==> src/rtl/core/pbp_pkg.sv <==
package pbp_pkg;

  // Fixed field widths
  localparam int ADDR_W    = 32;
  localparam int ROW_SHIFT = 3;
  localparam int SUM_OUT_W = 14;
  localparam int THR_W     = 10;

  // Weights held in one memory word
  localparam int LANES = 8;

  // Row index reduction: quotient by reciprocal multiply, then remainder
  localparam int REDUCE_STEPS = 2;

  // Request codes
  localparam logic REQ_PREDICT = 1'b0;
  localparam logic REQ_UPDATE  = 1'b1;

  typedef enum logic [2:0] {
    ST_IDLE,
    ST_REDUCE,
    ST_SUM,
    ST_DECIDE,
    ST_TRAIN,
    ST_FINISH
  } state_t;

  // Controller to datapath commands
  typedef struct packed {
    logic capture;
    logic reduce;
    logic sum_pass;
    logic decide;
    logic train_pass;
    logic finish;
  } dp_cmd_t;

  // Datapath to controller status
  typedef struct packed {
    logic reduce_last;
    logic pass_last;
    logic train_now;
    logic out_free;
  } dp_stat_t;

endpackage

==> src/rtl/core/pbp_ctrl.sv <==
module pbp_ctrl (
  input  logic              clk,
  input  logic              rst,
  input  logic              in_valid,
  output logic              in_ready,
  input  pbp_pkg::dp_stat_t stat,
  output pbp_pkg::dp_cmd_t  cmd
);

  pbp_pkg::state_t state, state_next;

  // State register
  always_ff @(posedge clk) begin
    if (rst) begin
      state <= pbp_pkg::ST_IDLE;
    end else begin
      state <= state_next;
    end
  end

  // Next state
  always_comb begin
    state_next = state;
    case (state)
      pbp_pkg::ST_IDLE: begin
        if (in_valid) state_next = pbp_pkg::ST_REDUCE;
      end
      pbp_pkg::ST_REDUCE: begin
        if (stat.reduce_last) state_next = pbp_pkg::ST_SUM;
      end
      pbp_pkg::ST_SUM: begin
        if (stat.pass_last) state_next = pbp_pkg::ST_DECIDE;
      end
      pbp_pkg::ST_DECIDE: begin
        state_next = stat.train_now ? pbp_pkg::ST_TRAIN : pbp_pkg::ST_FINISH;
      end
      pbp_pkg::ST_TRAIN: begin
        if (stat.pass_last) state_next = pbp_pkg::ST_FINISH;
      end
      pbp_pkg::ST_FINISH: begin
        if (stat.out_free) state_next = pbp_pkg::ST_IDLE;
      end
      default: state_next = pbp_pkg::ST_IDLE;
    endcase
  end

  // Commands
  always_comb begin
    cmd      = '0;
    in_ready = 1'b0;
    case (state)
      pbp_pkg::ST_IDLE: begin
        in_ready    = 1'b1;
        cmd.capture = in_valid;
      end
      pbp_pkg::ST_REDUCE: cmd.reduce     = 1'b1;
      pbp_pkg::ST_SUM:    cmd.sum_pass   = 1'b1;
      pbp_pkg::ST_DECIDE: cmd.decide     = 1'b1;
      pbp_pkg::ST_TRAIN:  cmd.train_pass = 1'b1;
      pbp_pkg::ST_FINISH: cmd.finish     = stat.out_free;
      default: cmd = '0;
    endcase
  end

endmodule

==> config.mk <==
export PLATFORM = sky130hd
export DESIGN_NAME = pbp_ctrl
export DESIGN_NICKNAME = d
export VERILOG_FILES = /design/src/rtl/core/pbp_pkg.sv /design/src/rtl/core/pbp_ctrl.sv
export SDC_FILE = /design/constraint.sdc
export NUM_CORES = 1
export LEC_CHECK = 0
export BUFFER_PORTS_ARGS = -buffer_cell sky130_fd_sc_hd__buf_2
export CORE_AREA = 2 2 39 41
export CTS_CLUSTER_SIZE = 8
export DETAILED_ROUTE_END_ITERATION = 10
export DIE_AREA = 0 0 41 43
export GPL_TIMING_DRIVEN = 0
export PLACE_DENSITY_LB_ADDON = 0.12
export SLEW_MARGIN = 30
export SYNTH_ARGS = -nofsm -noshare
export SYNTH_HDL_FRONTEND = slang
export SYNTH_SLANG_ARGS = --single-unit
==> constraint.sdc <==
create_clock -name clk -period 1.29 [get_ports clk]
set_input_delay 0.129 -clock clk [delete_from_list [all_inputs] [get_ports clk]]
set_output_delay 0.129 -clock clk [all_outputs]
set_load 0.1 [all_outputs]
After elaboration in Yosys (flattened, before gate mapping)
Index checks and enable logic that the tools add are counted.
{"block": "word_totals", "register_bits": 3, "out_inout_bits": 7, "wordCells": 27, "input_bits": 7}
{"block": "classes", "reduce_logical": 2, "mux": 14, "n_eq_ne": 10}
{"op": "3-bit one-hot mux with 6 select lines", "count": 1}
{"op": "3-bit two-way mux", "count": 5}
{"op": "2-bit inequality test (second input constant)", "count": 5}
{"op": "1-bit two-way mux", "count": 8}
{"op": "3-bit by 2-bit == test with 1-bit output (second input constant)", "count": 2}
{"op": "3-bit == test (second input constant)", "count": 2}
{"op": "5-bit AND reduction", "count": 1}
{"op": "3-bit by 1-bit == test with 1-bit output (second input constant)", "count": 1}
{"op": "3-bit logical NOT", "count": 1}

Logic depth before layout (Yosys ltp)
{"block": "depth", "ltp_word": 3, "depth_mapped": 5, "mapped_depth_nobuf": 4}

Worst setup path before layout
OpenSTA, ideal clock, no wires.
{"block": "synth_path", "path_type": "register to output", "startpoint": "reg state[0]", "endpoint": "out cmd[5] (netlist bit)", "setup_slack_ns": -2.368, "path_buffers": 1, "stages_incl_launch_ff": 4, "required_ns": 1.161, "t_arrival_ns": 3.529, "cell_sequence": "dfxtp_1 buf_2 nor3_1 and2_1"}
{"element": "from (decl)", "line": "pbp_ctrl.sv:10", "rtl": "pbp_pkg::state_t state, state_next;"}
{"element": "from (signal assigned)", "line": "pbp_ctrl.sv:15", "rtl": "state <= pbp_pkg::ST_IDLE;"}
{"element": "from (signal assigned)", "line": "pbp_ctrl.sv:17", "rtl": "state <= state_next;"}
{"element": "to (decl)", "line": "pbp_ctrl.sv:7", "rtl": "output pbp_pkg::dp_cmd_t cmd"}

==> reports/metrics.csv <==
metric;value;unit
synth.cell_area;220;µm²
slew-limit-headroom;0.810;
io_buffers;13;
first_iter_violations;1;
max_freq;753;MHz
vias;301;
drtAntennaViolNets;0;
place_ws;-0.0372;ns
cts_tree;built;
wirelength;696;µm
n_antenna_cell;0;
clkSlewWorstSetupHoldPaths;0.04;ns
syn_inst;30;
largest_reg_flops;3;
max-cap-violations;0;
drtPass1Iterations;2;
tns;-0.0461;ns
yosysTopAreaCell;dfxtp_1;
cts-htree-levels;1;
cp_cell_sequence;and2b_1, nor2b_4, buf_12;
fin_ws;-0.0382;ns
hp-class;in2reg;
rrSetupSlack;0.05;ns
fin_crit;1.33;ns
max_flop_register;state;
die_area;1760;µm²
synthArstFlopShare;0;
areaGrowthSynthToFinish;141;%
synth_cell_types;18;
yosysWarningCount;0;
timing.hold.ws;0.0785;ns
r2r_end;state[0];
grt_pass1_wl;1.13;mm
fp.dieH;43;µm
hold_start;rst;
ys.flop_type;dfxtp_1;
reg2regPathDepth;5;
rr_startpoint;state[2];
clock-skew-final;0.00457;ns
syn_area_per_cell;7.34;µm²
crit_slowest_cell;dfxtp_4;
path_max_fanout;5;
io_pins;14;
clk_latency;0.23;ns
whs_path_depth;2;
cts_buffer_depth;2;
rsz0062_at_grt;yes;
peakVddDrop;0.463;mV
dieWidth;41;µm
leakage;0.219;nW
cp_top_family;simple AND/OR/NAND/NOR gates;
wl_per_cell;10.1;µm
num_rows;14;
clockRootBuffer;clkbuf_4;
crit_type;reg2out;
crit_buf_inv;1;
period_share;1.03;
clkSinkCount;3;
synth_area_leaders;dfxtp_1 (27%), nor2_1 (10%), a21oi_2 (8.0%), and2b_1 (6.8%), and2_1 (5.7%);
grt_max_degree;9;
ys_seq_elements;3;
drive_above_1_share;0.679;
hold_viol;0;
drv_slew;0;
via_per_inst;4.36;
violations;setup timing;
worst_path_largest_cell_delay;0.36;ns
gp_congestion;0.669;
holdPathEnd;state[0];
required;1.16;ns
first_global_vias;292;
synth-edff-count;0;
crit_path_start_kind;register;
yosys.area.top_type_share;0.273;
synthTopCellsByCount;nor2_1 (6), dfxtp_1 (3);
reg.largest.list;state (3);
setup_viol;2;
cts_buffers;3;
synth_seq_area_share;0.273;
outcome;finished with violations;
yosysMostFrequentCell;nor2_1;
synth_nets;37;
core-area;1380;µm²
hold_buffers;0;
initial_utilization;0.159;
route.detailed.drc;0;
arrival;1.20;ns
worst_pin_slew;0.280;ns
critPathCaptureType;output port;
p_per_area;1170;nW/µm²
grt_overflow;0;
antenna_found_initial;0;
dp_hpwl;498;µm
layout.nets;61;
fill_cells;140;
grt.total_usage;0.0974;
[layer usage]
metal,vias to the layer above,part of all wire,global-route usage
met4,0,0,0.0600
met3,0,0.068,0.0314
met2,9,0.50,0.141
li1,152,-,-
met1,140,0.43,0.119
met5,-,0,0
[stage by stage]
step	std cells	power [W]	util	cell area, µm²
finish	69	0.000620	0.384	532
global route	69	0.000653	0.384	532
CTS	68	0.000629	0.379	524
detailed placement	59	0.000381	0.256	354
global placement	59	0.000379	0.256	354
floorplan	30	0.000340	-	269
[area by class of cell]
class,count,area [µm²],area share
buffer,1,11.3,0.0212
clock buffer,4,26.3,0.0494
multi-input combinational,26,205,0.386
sequential,3,68.8,0.129
tap,16,20.0,0.0376
timing repair buffer,19,200,0.376
[worst max path at each step]
stage                         from      to  slack, ns  cells after the start
after detailed placement  state[1]  cmd[3]      -0.04                      3
after global routing      state[2]  cmd[3]      -0.07                      3
after floorplan           state[0]  cmd[5]      -0.53                      3
after global placement    state[1]  cmd[3]      -0.03                      3
final                     state[2]  cmd[3]      -0.04                      3
after CTS                 state[2]  cmd[3]      -0.06                      3
[what timing repair did]
item,CTS,global route
endpoints found under the hold margin,0,0
pin swaps,0,2
gates cloned,1,0
buffers inserted,4,1
gates resized for setup,30,0
endpoints found under the setup margin,7,7
[placed cells by master, fill, tap and decap left out]
cell      netlist  final
buf_2           1      7
buf_12          0      6
buf_4           0      6
nor2_1          6      4
clkbuf_4        0      3
nor2_4          0      2
and2b_1         2      2
and2_4          0      2
nand2_1         2      2
a21oi_2         2      2
o21ai_0         2      2
dfxtp_4         0      2
buf_6           0      1
nand2b_2        1      1
nor2b_4         0      1
nor3b_4         0      1
nor3_4          0      1
a21oi_1         1      1
nand2b_1        1      1
nand3_1         1      1
nor4b_1         1      1
a221o_1         1      1
a211oi_1        1      1
clkbuf_1        0      1
dfxtp_2         0      1
[kinds of logic after synthesis]
kind of cell           share of synthesized area
AND/OR/NAND/NOR                            0.477
AO/OA/AOI/OAI                              0.227
flip-flops                                 0.273
buffers and inverters                     0.0227
[report_power, final]
part / internal, W / switching, W / total, W
Sequential: 0.000100 / 0.0000130 / 0.000113
Combinational: 0.000135 / 0.000211 / 0.000345
Clock: 0.000116 / 0.0000458 / 0.000161
Total: 0.000351 / 0.000269 / 0.000620
Note: power is estimated with default switching activity, not from simulation.
